File: src/design/substring_search_modes_defines.svh
// ----------------------------------------------------------------------------
// substring search assertion macros
// clocked assertion helpers used by the substring search tally
// ----------------------------------------------------------------------------
`ifndef SUBSTRING_SEARCH_MODES_DEFINES_SVH
`define SUBSTRING_SEARCH_MODES_DEFINES_SVH

`ifndef SYNTHESIS
// check held off while reset is asserted
`define SSM_ASSERT_RST(lbl, clk, rst_n, prop, msg) \
    lbl: assert property (@(posedge clk) disable iff (!rst_n) prop) else $error(msg);
// check that holds at every edge, reset included
`define SSM_ASSERT_ALL(lbl, clk, prop, msg) \
    lbl: assert property (@(posedge clk) prop) else $error(msg);
`else
`define SSM_ASSERT_RST(lbl, clk, rst_n, prop, msg)
`define SSM_ASSERT_ALL(lbl, clk, prop, msg)
`endif

`endif

File: src/design/ssm_pkg.sv
// ----------------------------------------------------------------------------
// substring search package
// shared constants, mode codes and control structs
// ----------------------------------------------------------------------------
package ssm_pkg;

    localparam int MAX_PATTERN_LENGTH = 8;
    localparam int TEXT_INDEX_BITS    = 16;
    localparam int ANSWER_WIDTH       = 17;
    localparam int PATTERN_WIDTH      = 64;
    localparam int LENGTH_WIDTH       = 4;
    localparam int MODE_WIDTH         = 2;
    localparam int REG_INDEX_WIDTH    = 2;

    // match modes
    localparam logic [MODE_WIDTH-1:0] MODE_ANY   = 2'd0;
    localparam logic [MODE_WIDTH-1:0] MODE_COUNT = 2'd1;
    localparam logic [MODE_WIDTH-1:0] MODE_FIRST = 2'd2;
    localparam logic [MODE_WIDTH-1:0] MODE_NONE  = 2'd3;

    // register indexes
    localparam logic [REG_INDEX_WIDTH-1:0] REG_PATTERN = 2'd0;
    localparam logic [REG_INDEX_WIDTH-1:0] REG_LENGTH  = 2'd1;
    localparam logic [REG_INDEX_WIDTH-1:0] REG_MODE    = 2'd2;

    // control handed to every window cell
    typedef struct packed {
        logic                    shift;
        logic                    clear;
        logic [LENGTH_WIDTH-1:0] eff_len;
    } t_cell_ctrl;

    // per-transfer step handed to the tally
    typedef struct packed {
        logic accept;
        logic last;
        logic hit;
    } t_step;

endpackage

File: src/design/ssm_if.sv
// ----------------------------------------------------------------------------
// substring search channels
// valid/ready interfaces for text input, result output and configuration
// ----------------------------------------------------------------------------
interface ssm_in_if;
    logic       valid;
    logic       ready;
    logic [7:0] text_byte;
    logic       last_byte;

    modport source (output valid, output text_byte, output last_byte, input ready);
    modport sink   (input valid, input text_byte, input last_byte, output ready);
endinterface

interface ssm_out_if;
    logic                                    valid;
    logic                                    ready;
    logic signed [ssm_pkg::ANSWER_WIDTH-1:0] answer_value;
    logic                                    match_seen;

    modport source (output valid, output answer_value, output match_seen, input ready);
    modport sink   (input valid, input answer_value, input match_seen, output ready);
endinterface

interface ssm_cfg_if;
    logic                                 valid;
    logic                                 ready;
    logic [ssm_pkg::REG_INDEX_WIDTH-1:0]  reg_index;
    logic [ssm_pkg::PATTERN_WIDTH-1:0]    wr_data;

    modport source (output valid, output reg_index, output wr_data, input ready);
    modport sink   (input valid, input reg_index, input wr_data, output ready);
endinterface

File: src/design/ssm_cell.sv
// ----------------------------------------------------------------------------
// substring search window cell
// holds one window byte, passes it on, compares against its pattern byte
// ----------------------------------------------------------------------------
module ssm_cell #(
    parameter int CELL_INDEX = 0
) (
    input  logic                                i_clk,
    input  logic                                i_rst_n,
    input  ssm_pkg::t_cell_ctrl                 i_ctrl,
    input  logic [ssm_pkg::PATTERN_WIDTH-1:0]   i_pattern,
    input  logic [7:0]                          i_byte,
    input  logic                                i_fill,
    output logic [7:0]                          o_byte,
    output logic                                o_fill,
    output logic                                o_hit
);

    localparam logic [ssm_pkg::LENGTH_WIDTH-1:0] K = ssm_pkg::LENGTH_WIDTH'(CELL_INDEX);

    logic [7:0] r_byte;
    logic       r_fill;
    logic [ssm_pkg::LENGTH_WIDTH-1:0] w_sel_wide;
    logic [2:0] w_sel;
    logic [7:0] w_want;

    // pattern byte that lands on this cell for the current length
    assign w_sel_wide = i_ctrl.eff_len - K - ssm_pkg::LENGTH_WIDTH'(1);
    assign w_sel      = w_sel_wide[2:0];
    assign w_want     = i_pattern[{w_sel, 3'b000} +: 8];

    // cells beyond the pattern length never block a match
    assign o_hit = (K >= i_ctrl.eff_len) || (i_fill && (i_byte == w_want));

    always_ff @(posedge i_clk) begin
        if (!i_rst_n) begin
            r_fill <= 1'b0;
        end else if (i_ctrl.clear) begin
            r_fill <= 1'b0;
        end else if (i_ctrl.shift) begin
            r_fill <= i_fill;
        end
    end

    always_ff @(posedge i_clk) begin
        if (i_ctrl.shift) begin
            r_byte <= i_byte;
        end
    end

    assign o_byte = r_byte;
    assign o_fill = r_fill;

endmodule

File: src/design/ssm_tally.sv
// ----------------------------------------------------------------------------
// substring search tally
// position and match counters, mode select and result register
// ----------------------------------------------------------------------------
`include "substring_search_modes_defines.svh"

module ssm_tally #(
    parameter int TEXT_INDEX_BITS = ssm_pkg::TEXT_INDEX_BITS
) (
    input  logic                                     i_clk,
    input  logic                                     i_rst_n,
    input  ssm_pkg::t_step                           i_step,
    input  logic [ssm_pkg::MODE_WIDTH-1:0]           i_mode,
    input  logic [ssm_pkg::LENGTH_WIDTH-1:0]         i_eff_len,
    input  logic                                     i_out_ready,
    output logic                                     o_in_ready,
    output logic                                     o_out_valid,
    output logic signed [ssm_pkg::ANSWER_WIDTH-1:0]  o_answer,
    output logic                                     o_seen
);

    localparam int IW = TEXT_INDEX_BITS;
    localparam int AW = ssm_pkg::ANSWER_WIDTH;
    localparam logic [IW-1:0] IDX_MAX = {IW{1'b1}};

    logic [IW-1:0] r_byte_index, n_byte_index;
    logic [IW-1:0] r_match_total, n_match_total;
    logic [IW-1:0] r_first_start, n_first_start;
    logic          r_first_valid, n_first_valid;
    logic [IW:0]   w_start_wide;
    logic          w_match;
    logic signed [AW-1:0] w_answer;
    logic                 r_out_valid;
    logic signed [AW-1:0] r_answer;
    logic                 r_seen;

    assign w_match      = i_step.accept && i_step.hit;
    assign w_start_wide = {1'b0, r_byte_index} + (IW+1)'(1) - (IW+1)'(i_eff_len);

    always_comb begin
        n_byte_index  = r_byte_index;
        n_match_total = r_match_total;
        n_first_start = r_first_start;
        n_first_valid = r_first_valid;
        if (i_step.accept && (r_byte_index != IDX_MAX)) begin
            n_byte_index = r_byte_index + IW'(1);
        end
        if (w_match) begin
            if (r_match_total != IDX_MAX) begin
                n_match_total = r_match_total + IW'(1);
            end
            if (!r_first_valid) begin
                n_first_valid = 1'b1;
                n_first_start = w_start_wide[IW-1:0];
            end
        end
    end

    always_comb begin
        unique case (i_mode)
            ssm_pkg::MODE_ANY:   w_answer = n_first_valid ? AW'(1) : AW'(0);
            ssm_pkg::MODE_COUNT: w_answer = AW'(n_match_total);
            ssm_pkg::MODE_FIRST: w_answer = n_first_valid ? AW'(n_first_start) : '1;
            ssm_pkg::MODE_NONE:  w_answer = '1;
            default:             w_answer = '1;
        endcase
    end

    always_ff @(posedge i_clk) begin
        if (!i_rst_n) begin
            r_byte_index  <= '0;
            r_match_total <= '0;
            r_first_start <= '0;
            r_first_valid <= 1'b0;
        end else if (i_step.accept && i_step.last) begin
            r_byte_index  <= '0;
            r_match_total <= '0;
            r_first_start <= '0;
            r_first_valid <= 1'b0;
        end else begin
            r_byte_index  <= n_byte_index;
            r_match_total <= n_match_total;
            r_first_start <= n_first_start;
            r_first_valid <= n_first_valid;
        end
    end

    always_ff @(posedge i_clk) begin
        if (!i_rst_n) begin
            r_out_valid <= 1'b0;
        end else if (i_step.accept && i_step.last) begin
            r_out_valid <= 1'b1;
        end else if (i_out_ready) begin
            r_out_valid <= 1'b0;
        end
    end

    always_ff @(posedge i_clk) begin
        if (i_step.accept && i_step.last) begin
            r_answer <= w_answer;
            r_seen   <= n_first_valid;
        end
    end

    assign o_in_ready  = !r_out_valid || i_out_ready;
    assign o_out_valid = r_out_valid;
    assign o_answer    = r_answer;
    assign o_seen      = r_seen;

    `SSM_ASSERT_RST(a_first_tracks_total, i_clk, i_rst_n,
        r_first_valid == (r_match_total != '0),
        "first match flag disagrees with match count")
    `SSM_ASSERT_RST(a_first_before_index, i_clk, i_rst_n,
        r_first_valid |-> (r_first_start <= r_byte_index),
        "first start beyond current position")
    `SSM_ASSERT_RST(a_final_clears, i_clk, i_rst_n,
        (i_step.accept && i_step.last) |=>
            (r_out_valid && (r_byte_index == '0) && !r_first_valid),
        "final byte did not load result and clear string state")

endmodule

File: src/design/substring_search_modes.sv
// ----------------------------------------------------------------------------
// substring search modes
// streaming pattern search over a row of window cells, one result per string
// ----------------------------------------------------------------------------
//  channel   dir  payload                          transfer when
//  i_text    in   text_byte[7:0], last_byte        valid && ready
//  o_result  out  answer_value[16:0] s, match_seen valid && ready
//  i_cfg     in   reg_index[1:0], wr_data[63:0]    valid && ready (always ready)
//
//  one text byte per cycle; the byte window and the compare sit in the cell row
//  the result of a string is registered on the edge that takes its last byte
//  and is shown from the next cycle on
//  synchronous active-low reset clears pattern, mode, cell fill flags and counters, sets length to one
//  a waiting result stalls input only while the result is not being taken
// ----------------------------------------------------------------------------
module substring_search_modes #(
    parameter int MAX_PATTERN_LENGTH = ssm_pkg::MAX_PATTERN_LENGTH,
    parameter int TEXT_INDEX_BITS    = ssm_pkg::TEXT_INDEX_BITS
) (
    input  logic       i_clk,
    input  logic       i_rst_n,
    ssm_in_if.sink     i_text,
    ssm_out_if.source  o_result,
    ssm_cfg_if.sink    i_cfg
);

    localparam int LW = ssm_pkg::LENGTH_WIDTH;

    // configuration registers
    logic [ssm_pkg::PATTERN_WIDTH-1:0] r_pattern;
    logic [LW-1:0]                     r_length;
    logic [ssm_pkg::MODE_WIDTH-1:0]    r_mode;

    logic [LW-1:0]        w_eff_len;
    logic                 w_accept;
    logic                 w_in_ready;
    ssm_pkg::t_cell_ctrl  w_ctrl;
    ssm_pkg::t_step       w_step;

    // cell row wiring
    logic [7:0]                    w_byte [MAX_PATTERN_LENGTH];
    logic [MAX_PATTERN_LENGTH-1:0] w_fill;
    logic [MAX_PATTERN_LENGTH-1:0] w_hit;

    // config writes are taken every cycle; unknown indexes are dropped
    assign i_cfg.ready = 1'b1;

    always_ff @(posedge i_clk) begin
        if (!i_rst_n) begin
            r_pattern <= '0;
            r_length  <= LW'(1);
            r_mode    <= ssm_pkg::MODE_ANY;
        end else if (i_cfg.valid) begin
            if (i_cfg.reg_index == ssm_pkg::REG_PATTERN) begin
                r_pattern <= i_cfg.wr_data;
            end
            if (i_cfg.reg_index == ssm_pkg::REG_LENGTH) begin
                r_length <= i_cfg.wr_data[LW-1:0];
            end
            if (i_cfg.reg_index == ssm_pkg::REG_MODE) begin
                r_mode <= i_cfg.wr_data[ssm_pkg::MODE_WIDTH-1:0];
            end
        end
    end

    // length zero acts as one, anything past the row acts as the full row
    always_comb begin
        priority if (r_length == '0) begin
            w_eff_len = LW'(1);
        end else if (r_length > LW'(MAX_PATTERN_LENGTH)) begin
            w_eff_len = LW'(MAX_PATTERN_LENGTH);
        end else begin
            w_eff_len = r_length;
        end
    end

    assign w_accept = i_text.valid && w_in_ready;
    assign i_text.ready = w_in_ready;

    assign w_ctrl.shift   = w_accept;
    assign w_ctrl.clear   = w_accept && i_text.last_byte;
    assign w_ctrl.eff_len = w_eff_len;

    // cell 0 takes the incoming byte, each later cell takes its neighbor's byte
    for (genvar k = 0; k < MAX_PATTERN_LENGTH; k++) begin : g_cell
        if (k == 0) begin : g_head
            ssm_cell #(
                .CELL_INDEX (k)
            ) u_cell (
                .i_clk     (i_clk),
                .i_rst_n   (i_rst_n),
                .i_ctrl    (w_ctrl),
                .i_pattern (r_pattern),
                .i_byte    (i_text.text_byte),
                .i_fill    (1'b1),
                .o_byte    (w_byte[k]),
                .o_fill    (w_fill[k]),
                .o_hit     (w_hit[k])
            );
        end else begin : g_body
            ssm_cell #(
                .CELL_INDEX (k)
            ) u_cell (
                .i_clk     (i_clk),
                .i_rst_n   (i_rst_n),
                .i_ctrl    (w_ctrl),
                .i_pattern (r_pattern),
                .i_byte    (w_byte[k-1]),
                .i_fill    (w_fill[k-1]),
                .o_byte    (w_byte[k]),
                .o_fill    (w_fill[k]),
                .o_hit     (w_hit[k])
            );
        end
    end

    // a match needs every cell inside the pattern length to agree
    assign w_step.accept = w_accept;
    assign w_step.last   = i_text.last_byte;
    assign w_step.hit    = &w_hit;

    ssm_tally #(
        .TEXT_INDEX_BITS (TEXT_INDEX_BITS)
    ) u_tally (
        .i_clk       (i_clk),
        .i_rst_n     (i_rst_n),
        .i_step      (w_step),
        .i_mode      (r_mode),
        .i_eff_len   (w_eff_len),
        .i_out_ready (o_result.ready),
        .o_in_ready  (w_in_ready),
        .o_out_valid (o_result.valid),
        .o_answer    (o_result.answer_value),
        .o_seen      (o_result.match_seen)
    );

endmodule
File: src/flat_wrapper.sv
// flat-port wrapper written by rule: the top's interface ports become plain ports
module substring_search_modes_flat 
#(
    parameter int MAX_PATTERN_LENGTH = ssm_pkg::MAX_PATTERN_LENGTH,
    parameter int TEXT_INDEX_BITS    = ssm_pkg::TEXT_INDEX_BITS
)
  (i_clk, i_rst_n, i_text_valid, i_text_text_byte, i_text_last_byte, i_text_ready, o_result_valid, o_result_answer_value, o_result_match_seen, o_result_ready, i_cfg_valid, i_cfg_reg_index, i_cfg_wr_data, i_cfg_ready);
  ssm_in_if i_text_i ();
  ssm_out_if o_result_i ();
  ssm_cfg_if i_cfg_i ();
  input  logic i_clk;
  input  logic i_rst_n;
  input wire logic [$bits(i_text_i.valid)-1:0] i_text_valid;
  input wire logic [$bits(i_text_i.text_byte)-1:0] i_text_text_byte;
  input wire logic [$bits(i_text_i.last_byte)-1:0] i_text_last_byte;
  output wire logic [$bits(i_text_i.ready)-1:0] i_text_ready;
  output wire logic [$bits(o_result_i.valid)-1:0] o_result_valid;
  output wire logic [$bits(o_result_i.answer_value)-1:0] o_result_answer_value;
  output wire logic [$bits(o_result_i.match_seen)-1:0] o_result_match_seen;
  input wire logic [$bits(o_result_i.ready)-1:0] o_result_ready;
  input wire logic [$bits(i_cfg_i.valid)-1:0] i_cfg_valid;
  input wire logic [$bits(i_cfg_i.reg_index)-1:0] i_cfg_reg_index;
  input wire logic [$bits(i_cfg_i.wr_data)-1:0] i_cfg_wr_data;
  output wire logic [$bits(i_cfg_i.ready)-1:0] i_cfg_ready;
  assign i_text_i.valid = i_text_valid;
  assign i_text_i.text_byte = i_text_text_byte;
  assign i_text_i.last_byte = i_text_last_byte;
  assign i_text_ready = i_text_i.ready;
  assign o_result_valid = o_result_i.valid;
  assign o_result_answer_value = o_result_i.answer_value;
  assign o_result_match_seen = o_result_i.match_seen;
  assign o_result_i.ready = o_result_ready;
  assign i_cfg_i.valid = i_cfg_valid;
  assign i_cfg_i.reg_index = i_cfg_reg_index;
  assign i_cfg_i.wr_data = i_cfg_wr_data;
  assign i_cfg_ready = i_cfg_i.ready;
  substring_search_modes #(.MAX_PATTERN_LENGTH(MAX_PATTERN_LENGTH), .TEXT_INDEX_BITS(TEXT_INDEX_BITS)) u_core (.i_clk(i_clk), .i_rst_n(i_rst_n), .i_text(i_text_i), .o_result(o_result_i), .i_cfg(i_cfg_i));
endmodule
File: config.mk
export PLATFORM = sky130hd
export DESIGN_NAME = substring_search_modes_flat
export DESIGN_NICKNAME = d
export VERILOG_FILES = /design/src/design/ssm_pkg.sv /design/src/design/ssm_if.sv /design/src/design/ssm_cell.sv /design/src/design/ssm_tally.sv /design/src/design/substring_search_modes.sv /design/src/flat_wrapper.sv
export VERILOG_INCLUDE_DIRS = /design/src /design/src/design
export SDC_FILE = /design/constraint.sdc
export NUM_CORES = 1
export LEC_CHECK = 0
export CORE_ASPECT_RATIO = 0.6
export CORE_MARGIN = 10
export CORE_UTILIZATION = 51
export CTS_BUF_LIST = sky130_fd_sc_hd__clkbuf_8
export DETAILED_ROUTE_END_ITERATION = 6
export DONT_BUFFER_PORTS = 1
export PLACE_DENSITY = 0.7
export RECOVER_POWER = 25
export SYNTH_ARGS = -nofsm -noshare
export SYNTH_HDL_FRONTEND = slang
export SYNTH_SLANG_ARGS = --single-unit
export TNS_END_PERCENT = 5
File: constraint.sdc
create_clock -name i_clk -period 6.24 [get_ports i_clk]
set_input_delay 1.248 -clock i_clk [delete_from_list [all_inputs] [get_ports i_clk]]
set_output_delay 1.248 -clock i_clk [all_outputs]
set_load 0.02 [all_outputs]
==> results of run 1 <==
## cells in the final DEF, fill, tap and decap left out, types with 6 or more instances in the layout
cell / count
xnor2_1: 74
nand3b_1: 7
a221oi_1: 11
a22oi_1: 15
a21oi_1: 47
mux2_2: 13
a31oi_1: 9
inv_1: 42
xor2_1: 17
dfxtp_1: 125
a21o_1: 8
or3_1: 7
o211ai_1: 8
nor3_1: 19
ha_1: 35
mux4_2: 44
and3b_1: 6
a2111oi_0: 8
buf_4: 31
mux2i_1: 93
o21ai_0: 38
nor2b_1: 18
clkbuf_8: 41
nor2_1: 81
edfxtp_1: 74
and3_1: 11
nand2b_1: 12
a21boi_0: 67
a211oi_1: 6
nand2_1: 195
nand3_1: 37
nor4_1: 16
clkinv_2: 6
nand4_1: 8
## sequential cells by signal (all words and copies together), names as in the netlist
signal / flops
u_core.u_tally.r_first_start: 16
u_core.g_cell.g_body.u_cell.o_byte: 48
u_core.g_cell.g_body.u_cell.o_fill: 6
u_core.u_tally.o_seen: 1
u_core.u_tally.o_answer: 17
u_core.g_cell.g_head.u_cell.o_fill: 1
u_core.u_tally.r_match_total: 16
u_core.u_tally.r_byte_index: 16
u_core.r_pattern: 64
u_core.g_cell.g_head.u_cell.o_byte: 8
u_core.u_tally.r_first_valid: 1
u_core.r_mode: 2
u_core.u_tally.o_out_valid: 1
u_core.r_length: 4
## repair_timing
action / in CTS / in global routing
buffers inserted: 0 / 0
endpoints found under the setup margin: 0 / 1
gates resized for setup: 0 / 1
## cell type report
type                            instances  area share
Inverter                               41      0.0112
Sequential cell                       201       0.346
Clock buffer                           41      0.0409
Tap cell                              322      0.0292
Clock inverter                         15     0.00880
Multi-Input combinational cell       1008       0.547
Timing Repair Buffer                   32      0.0171
## metrics by stage
stage / hold WS, ns / utilization / area, um^2 / worst slack, ns
floorplan: 0.421 / - / 12800 / 1.35
global placement: 0.451 / 0.535 / 13100 / 0.586
detailed placement: 0.457 / 0.535 / 13100 / 0.516
CTS: 0.466 / 0.563 / 13800 / 0.468
global route: 0.483 / 0.563 / 13800 / 0.108
finish: 0.469 / 0.563 / 13800 / 0.314
## worst max path at each step
stage,from,end,slack [ns],depth (start not counted)
CTS,u_core.r_length[3]$_SDFFE_PN0P_,u_core.u_tally.o_answer[11]$_DFFE_PP_,0.47,17
detailed placement,u_core.r_length[3]$_SDFFE_PN0P_,u_core.u_tally.o_answer[11]$_DFFE_PP_,0.52,17
global placement,u_core.r_length[3]$_SDFFE_PN0P_,u_core.u_tally.o_answer[11]$_DFFE_PP_,0.59,17
floorplan,u_core.r_length[0]$_SDFFE_PN1P_,u_core.u_tally.o_answer[8]$_DFFE_PP_,1.35,18
finish,u_core.r_length[3]$_SDFFE_PN0P_,u_core.u_tally.o_answer[11]$_DFFE_PP_,0.31,17
global route,u_core.r_length[3]$_SDFFE_PN0P_,u_core.u_tally.o_answer[11]$_DFFE_PP_,0.11,17
## power groups by stage
stage / Sequential [uW] / Clock, uW / Combinational, uW
2_1_floorplan: 1480 / 0 / 300
4_1_cts: 1480 / 1230 / 393
3_3_place_gp: 1510 / 0 / 391
5_1_grt: 1490 / 1300 / 434
6_report: 1490 / 1220 / 404
3_5_place_dp: 1510 / 0 / 391
## cell families after synthesis
group / after synthesis / share of synthesized area
XOR/XNOR: 94 / 0.0668
AND/OR/NAND/NOR: 446 / 0.165
adder cells (fa/ha/maj): 36 / 0.0357
buffers and inverters: 126 / 0.0421
other: 1 / 0.000292
AO/OA/AOI/OAI: 281 / 0.158
multiplexers: 150 / 0.161
flip-flops: 201 / 0.371
## layer usage
metal	vias to the layer above	GRT usage	share of wire
met5	-	0.0215	0.0020
met4	2	0.0460	0.015
met3	59	0.134	0.17
met2	696	0.319	0.35
met1	5148	0.423	0.47
li1	4846	-	-
## worst max-delay path: cells and delay by family, from the launching register on
| family | cells | cell delay, ns |
|---|---|---|
| compound gates | 9 | 2.85 |
| fa+ha+maj | 1 | 0.30 |
| flops | 1 | 0.33 |
| buf+inv | 4 | 1.05 |
| simple gates | 2 | 0.49 |
| xor+xnor | 1 | 0.57 |
==> reports/results.ini, run 1 <==
[status]
outcome = finished, violations left
violations = capacitance limit, slew limit

[grt]
grt_util_all_layers = 0.273
grt_max_degree = 75
antenna_found_initial = 1
grt_pass1_wl_um = 66100
grt_pass1_vias = 9795
grt-ovfl-total = 0

[sta]
slew_viol_final = 65
setup_viol = 0
period_minus_slack_ns = 5.93
finalCritPeriodShare = 0.950
fin_tns_setup_ns = 0
tightestPinTransition_ns = 2.85
rsz0062_at_grt = false
fmax_ghz = 0.169
clock_skew_ns = 0.0190
slew_headroom = -0.897
hold_viol = 0

[placement]
finalWeightedCongestion = 1.03
port_buffers = 0
dpl.hpwl_um = 34600
placedCellCount = 1604

[clock_tree]
clock_latency_ns = 0.61
clock-sinks = 201
path_clk_slew_ns = 0.07
cts.htree.levels = 1
cts_made_buffers = 30
cts_root_buf = clkbuf_8
holdBufCountCts = 0
clk_path_buf_depth = 3
cts_tree = yes

[worst_setup_path]
startpoint_type = register
regToRegEndpoint = u_core.u_tally.o_answer[11]$_DFFE_PP_
reg2reg_slack_ns = 0.31
worstPathCellList = buf_4 > inv_1 > nand2_4 > inv_2 > ha_1 > xnor3_1 > a221oi_1 > a2111oi_1 > o21a_1 > o2111ai_1 > a211o_1 > a211oi_2 > buf_4 > nand3_1 > o31a_1 > o21ai_0 > a22oi_1
worstPathMaxFanout = 21
arrival_ns = 6.23
cp_common_cell = buf_4
setup.worst_path.class = register to register
cp.required_ns = 6.54
worstRegToRegCells = 17
cp_slowest_stage_delay_ns = 0.67
end_kind = register
cpMaxStageDelayCell = o21ai_0
r2r_start = u_core.r_length[3]$_SDFFE_PN0P_

[route]
routed_wl_um = 44800
drt-initial-drc-count = 1401
num_vias = 10800
ant_nets = 0
viasPerCell = 6.48
route.detailed.drc = 0
dr.pass1.iters = 5
wl_per_cell_um = 27.0

[floorplan]
core_area_mm2 = 0.0245
io_pins = 101
dieArea_mm2 = 0.0321
dieWidth_um = 225
die_h_um = 143
rows = 44
start_util = 0.524

[layout]
fillCellCount = 2135
fin_cells = 1660
layout.nets = 1430
drive_above_1_share = 0.130
num_antenna_cells = 0
ff_latch_area_mm2 = 0.00477
multi_input_area_mm2 = 0.00755
syn_to_final_growth_pct = 7.37

[hold_path]
worstHoldEndpoint = u_core.g_cell[6].g_body.u_cell.o_fill$_SDFFE_PP0P_
hold_class = register to register
min-delay-start = u_core.g_cell[6].g_body.u_cell.o_fill$_SDFFE_PP0P_
hold_depth = 2

[synth]
synth_seq_cells = 201
synth_common_cells = nand2_1 (195), dfxtp_1 (127), mux2i_1 (93), nor2_1 (81)
syn_avg_cell_area_um2 = 9.62
synth-edff-count = 74
ys_types = 83
syn_inst = 1335
yosysMostFrequentCell = nand2_1
synth_top_cell_by_area = dfxtp_1
synth_nets = 1451
syn-cell-area_mm2 = 0.0128
ys_warn_count = 0
synth_top_area_frac = 0.198
seq_area_frac_synth = 0.371
ys.flop_type = dfxtp_1
synth_area_leaders = dfxtp_1 (20%), edfxtp_1 (17%), mux4_2 (7.7%)
ys_async_sr_fraction = 0

[power]
p_sw_frac = 0.277
switchingPower_uw = 862
pwr-share-clk = 0.392
peakVddDrop_v = 0.000152
total_leakage_power_uw = 0.00487
totalPowerFinal_uw = 3110
seq_power_share = 0.478
p_per_area_mw_per_mm2 = 225
internal_power_uw = 2250
p_comb_frac = 0.130

[flow_run]
maxCapViolations = 1

No activity file was read; power rests on OpenSTA's default activity.
==> run 2, diff against run 1 <==
--- a/config.mk
+++ b/config.mk
@@ -16,5 +16,6 @@
 export RECOVER_POWER = 25
 export SYNTH_ARGS = -nofsm -noshare
 export SYNTH_HDL_FRONTEND = slang
+export SYNTH_HIERARCHICAL = 1
 export SYNTH_SLANG_ARGS = --single-unit
 export TNS_END_PERCENT = 5
==> reports/results.ini, run 2 <==
[worst_setup_path]
regToRegEndpoint = u_core/u_tally/o_answer[13]$_DFFE_PP_  ; was u_core.u_tally.o_answer[11]$_DFFE_PP_
cp.required_ns = 6.58  ; was 6.54 ns
reg2reg_slack_ns = 0.40  ; was 0.31 ns
end_kind = register  ; unchanged
arrival_ns = 6.18  ; was 6.23 ns
setup.worst_path.class = register to register  ; unchanged
startpoint_type = register  ; unchanged
r2r_start = u_core/r_length[1]$_SDFFE_PN0P_  ; was u_core.r_length[3]$_SDFFE_PN0P_
worstRegToRegCells = 17  ; unchanged
worstPathMaxFanout = 17  ; was 21

[placement]
placedCellCount = 1643  ; was 1604
dp_slack_ns = 0.689  ; was 0.516 ns
finalWeightedCongestion = 0.990  ; was 1.03
dpl.hpwl_um = 33000  ; was 34600 um
port_buffers = 0  ; unchanged

[clock_tree]
clock-sinks = 201  ; unchanged
cts_made_buffers = 31  ; was 30
post_cts_buffers = 0  ; unchanged
cts_tree = yes  ; unchanged
clock_latency_ns = 0.63  ; was 0.61 ns
cts.htree.levels = 1  ; unchanged
holdBufCountCts = 0  ; unchanged
cts_resized = 0  ; unchanged
path_clk_slew_ns = 0.07  ; about the same
cts_root_buf = clkbuf_8  ; unchanged
clk_path_buf_depth = 3  ; unchanged

[status]
violations = capacitance limit, slew limit  ; unchanged
outcome = finished, violations left  ; unchanged

[layout]
ff_latch_area_mm2 = 0.00476  ; was 0.00477 mm^2
fillCellCount = 2378  ; was 2135
layout.nets = 1431  ; was 1430
largest_reg_flops = 64  ; unchanged
syn_to_final_growth_pct = 5.24  ; was 7.37%
fin_cells = 1701  ; was 1660
multi_input_area_mm2 = 0.00879  ; was 0.00755 mm^2
largest_register = u_core/r_pattern  ; was u_core.r_pattern
drive_above_1_share = 0.132  ; was 0.130
final_cell_mix = nand2_1 (193), mux2i_1 (169), dfxtp_1 (127)  ; was nand2_1 (195), dfxtp_1 (125), mux2i_1 (93)
final_common_cell = nand2_1  ; unchanged
num_antenna_cells = 0  ; unchanged

[route]
ant_nets = 0  ; unchanged
routed_wl_um = 44200  ; was 44800 um
dr.pass1.iters = 5  ; unchanged
drt-initial-drc-count = 1528  ; was 1401
route.detailed.drc = 0  ; unchanged
num_vias = 11100  ; was 10800
wl_per_cell_um = 26.0  ; was 27.0 um
viasPerCell = 6.55  ; was 6.48

[sta]
fin_tns_setup_ns = 0  ; unchanged
fmax_ghz = 0.171  ; was 0.169 GHz
slew_viol_final = 30  ; was 65
tightestPinTransition_ns = 2.11  ; was 2.85 ns
hold_ws_ns = 0.460  ; was 0.469 ns
finalWorstSetupSlack_ns = 0.401  ; was 0.314 ns
clock_skew_ns = 0.0326  ; was 0.0190 ns
hold_viol = 0  ; unchanged
period_minus_slack_ns = 5.84  ; was 5.93 ns
finalCritPeriodShare = 0.936  ; was 0.950
slew_headroom = -0.405  ; was -0.897
rsz0062_at_grt = false  ; unchanged
setup_viol = 0  ; unchanged

[grt]
antenna_found_initial = 0  ; was 1
grt_pass1_vias = 10500  ; was 9795
grt-ovfl-total = 0  ; unchanged
grt_max_degree = 145  ; was 75
grt_util_all_layers = 0.241  ; was 0.273
grt_pass1_wl_um = 66200  ; was 66100 um

[flow_run]
maxCapViolations = 1  ; unchanged

[synth]
ys_warn_count = 6  ; was 0
syn-cell-area_mm2 = 0.0142  ; was 0.0128 mm^2
syn_avg_cell_area_um2 = 10.7  ; was 9.62 um^2
syn_inst = 1329  ; was 1335

[power]
p_comb_frac = 0.132  ; was 0.130
totalPowerFinal_uw = 3070  ; was 3110 uW
p_sw_frac = 0.286  ; was 0.277
total_leakage_power_uw = 0.00557  ; was 0.00487 uW
peakVddDrop_v = 0.000209  ; was 0.000152 V
switchingPower_uw = 876  ; was 862 uW
pwr-share-clk = 0.373  ; was 0.392
p_per_area_mw_per_mm2 = 205  ; was 225 mW/mm^2
internal_power_uw = 2190  ; was 2250 uW
seq_power_share = 0.495  ; was 0.478

[hold_path]
hold_depth = 0  ; was 2
hold_class = register to register  ; unchanged
worstHoldEndpoint = u_core/g_cell[6].g_body.u_cell/o_byte[6]$_DFFE_PP_  ; was u_core.g_cell[6].g_body.u_cell.o_fill$_SDFFE_PP0P_
min-delay-start = u_core/g_cell[5].g_body.u_cell/o_byte[6]$_DFFE_PP_  ; was u_core.g_cell[6].g_body.u_cell.o_fill$_SDFFE_PP0P_

[floorplan]
start_util = 0.516  ; was 0.524
io_pins = 101  ; unchanged
rows = 47  ; was 44
core_area_mm2 = 0.0275  ; was 0.0245 mm^2
die_h_um = 149  ; was 143 um
dieArea_mm2 = 0.0351  ; was 0.0321 mm^2
dieWidth_um = 235  ; was 225 um

## run 2: area by class of cell
cell class,count,share of cell area
multi-input combinational,1014,0.588
tap,367,0.0307
sequential,201,0.319
clock buffer,34,0.0313
clock inverter,24,0.0106
timing repair buffer,20,0.0100
inverter,41,0.0103
## run 2: worst max path at each step
stage / start / to / slack, ns / depth (start not counted)
2_1_floorplan: u_core/r_length[1]$_SDFFE_PN0P_ / u_core/u_tally/o_answer[9]$_DFFE_PP_ / 0.48 / 20
3_5_place_dp: u_core/r_length[1]$_SDFFE_PN0P_ / u_core/u_tally/o_answer[13]$_DFFE_PP_ / 0.69 / 15
4_1_cts: u_core/r_length[1]$_SDFFE_PN0P_ / u_core/u_tally/o_answer[13]$_DFFE_PP_ / 0.67 / 15
5_1_grt: u_core/r_length[1]$_SDFFE_PN0P_ / u_core/u_tally/o_answer[13]$_DFFE_PP_ / 0.1 / 17
6_report: u_core/r_length[1]$_SDFFE_PN0P_ / u_core/u_tally/o_answer[13]$_DFFE_PP_ / 0.40 / 17
3_3_place_gp: u_core/r_length[1]$_SDFFE_PN0P_ / u_core/u_tally/o_answer[13]$_DFFE_PP_ / 0.80 / 17
## run 2: through the flow
stage	util	cell area, um^2
2_1_floorplan	-	14200
6_report	0.543	14900
3_5_place_dp	0.520	14300
3_3_place_gp	0.520	14300
5_1_grt	0.543	14900
4_1_cts	0.543	14900
## run 2: critical path: stages (launching register included)
cell	delay (ns)
dfxtp_1	0.33
o21ba_2	0.23
nor2_4	0.39
inv_1	0.22
ha_1	0.70
mux4_2	0.39
mux2i_1	0.19
xor2_1	0.18
nand4_1	0.11
nor4_1	0.34
a31o_1	0.21
nand4_1	0.25
nor2_1	0.31
nand2_2	0.17
nor3_1	0.47
nand2_1	0.16
o311ai_0	0.73
a22oi_1	0.15
## run 2: power groups by stage
stage          clock network (uW)  registers, uW  logic [uW]
4_1_cts                      1160           1510         399
3_5_place_dp                    0           1540         398
6_report                     1140           1520         404
5_1_grt                      1210           1520         435
3_3_place_gp                    0           1530         392
2_1_floorplan                   0           1480         347
## run 2: per-layer routing
layer	part of all wire	wire length [um]	GRT usage	up-vias
met1	0.45	20000	0.360	5413
met3	0.15	6830	0.0962	78
met4	0.023	999	0.0552	0
met5	0	0	0	-
met2	0.37	16400	0.311	744
li1	-	-	-	4901
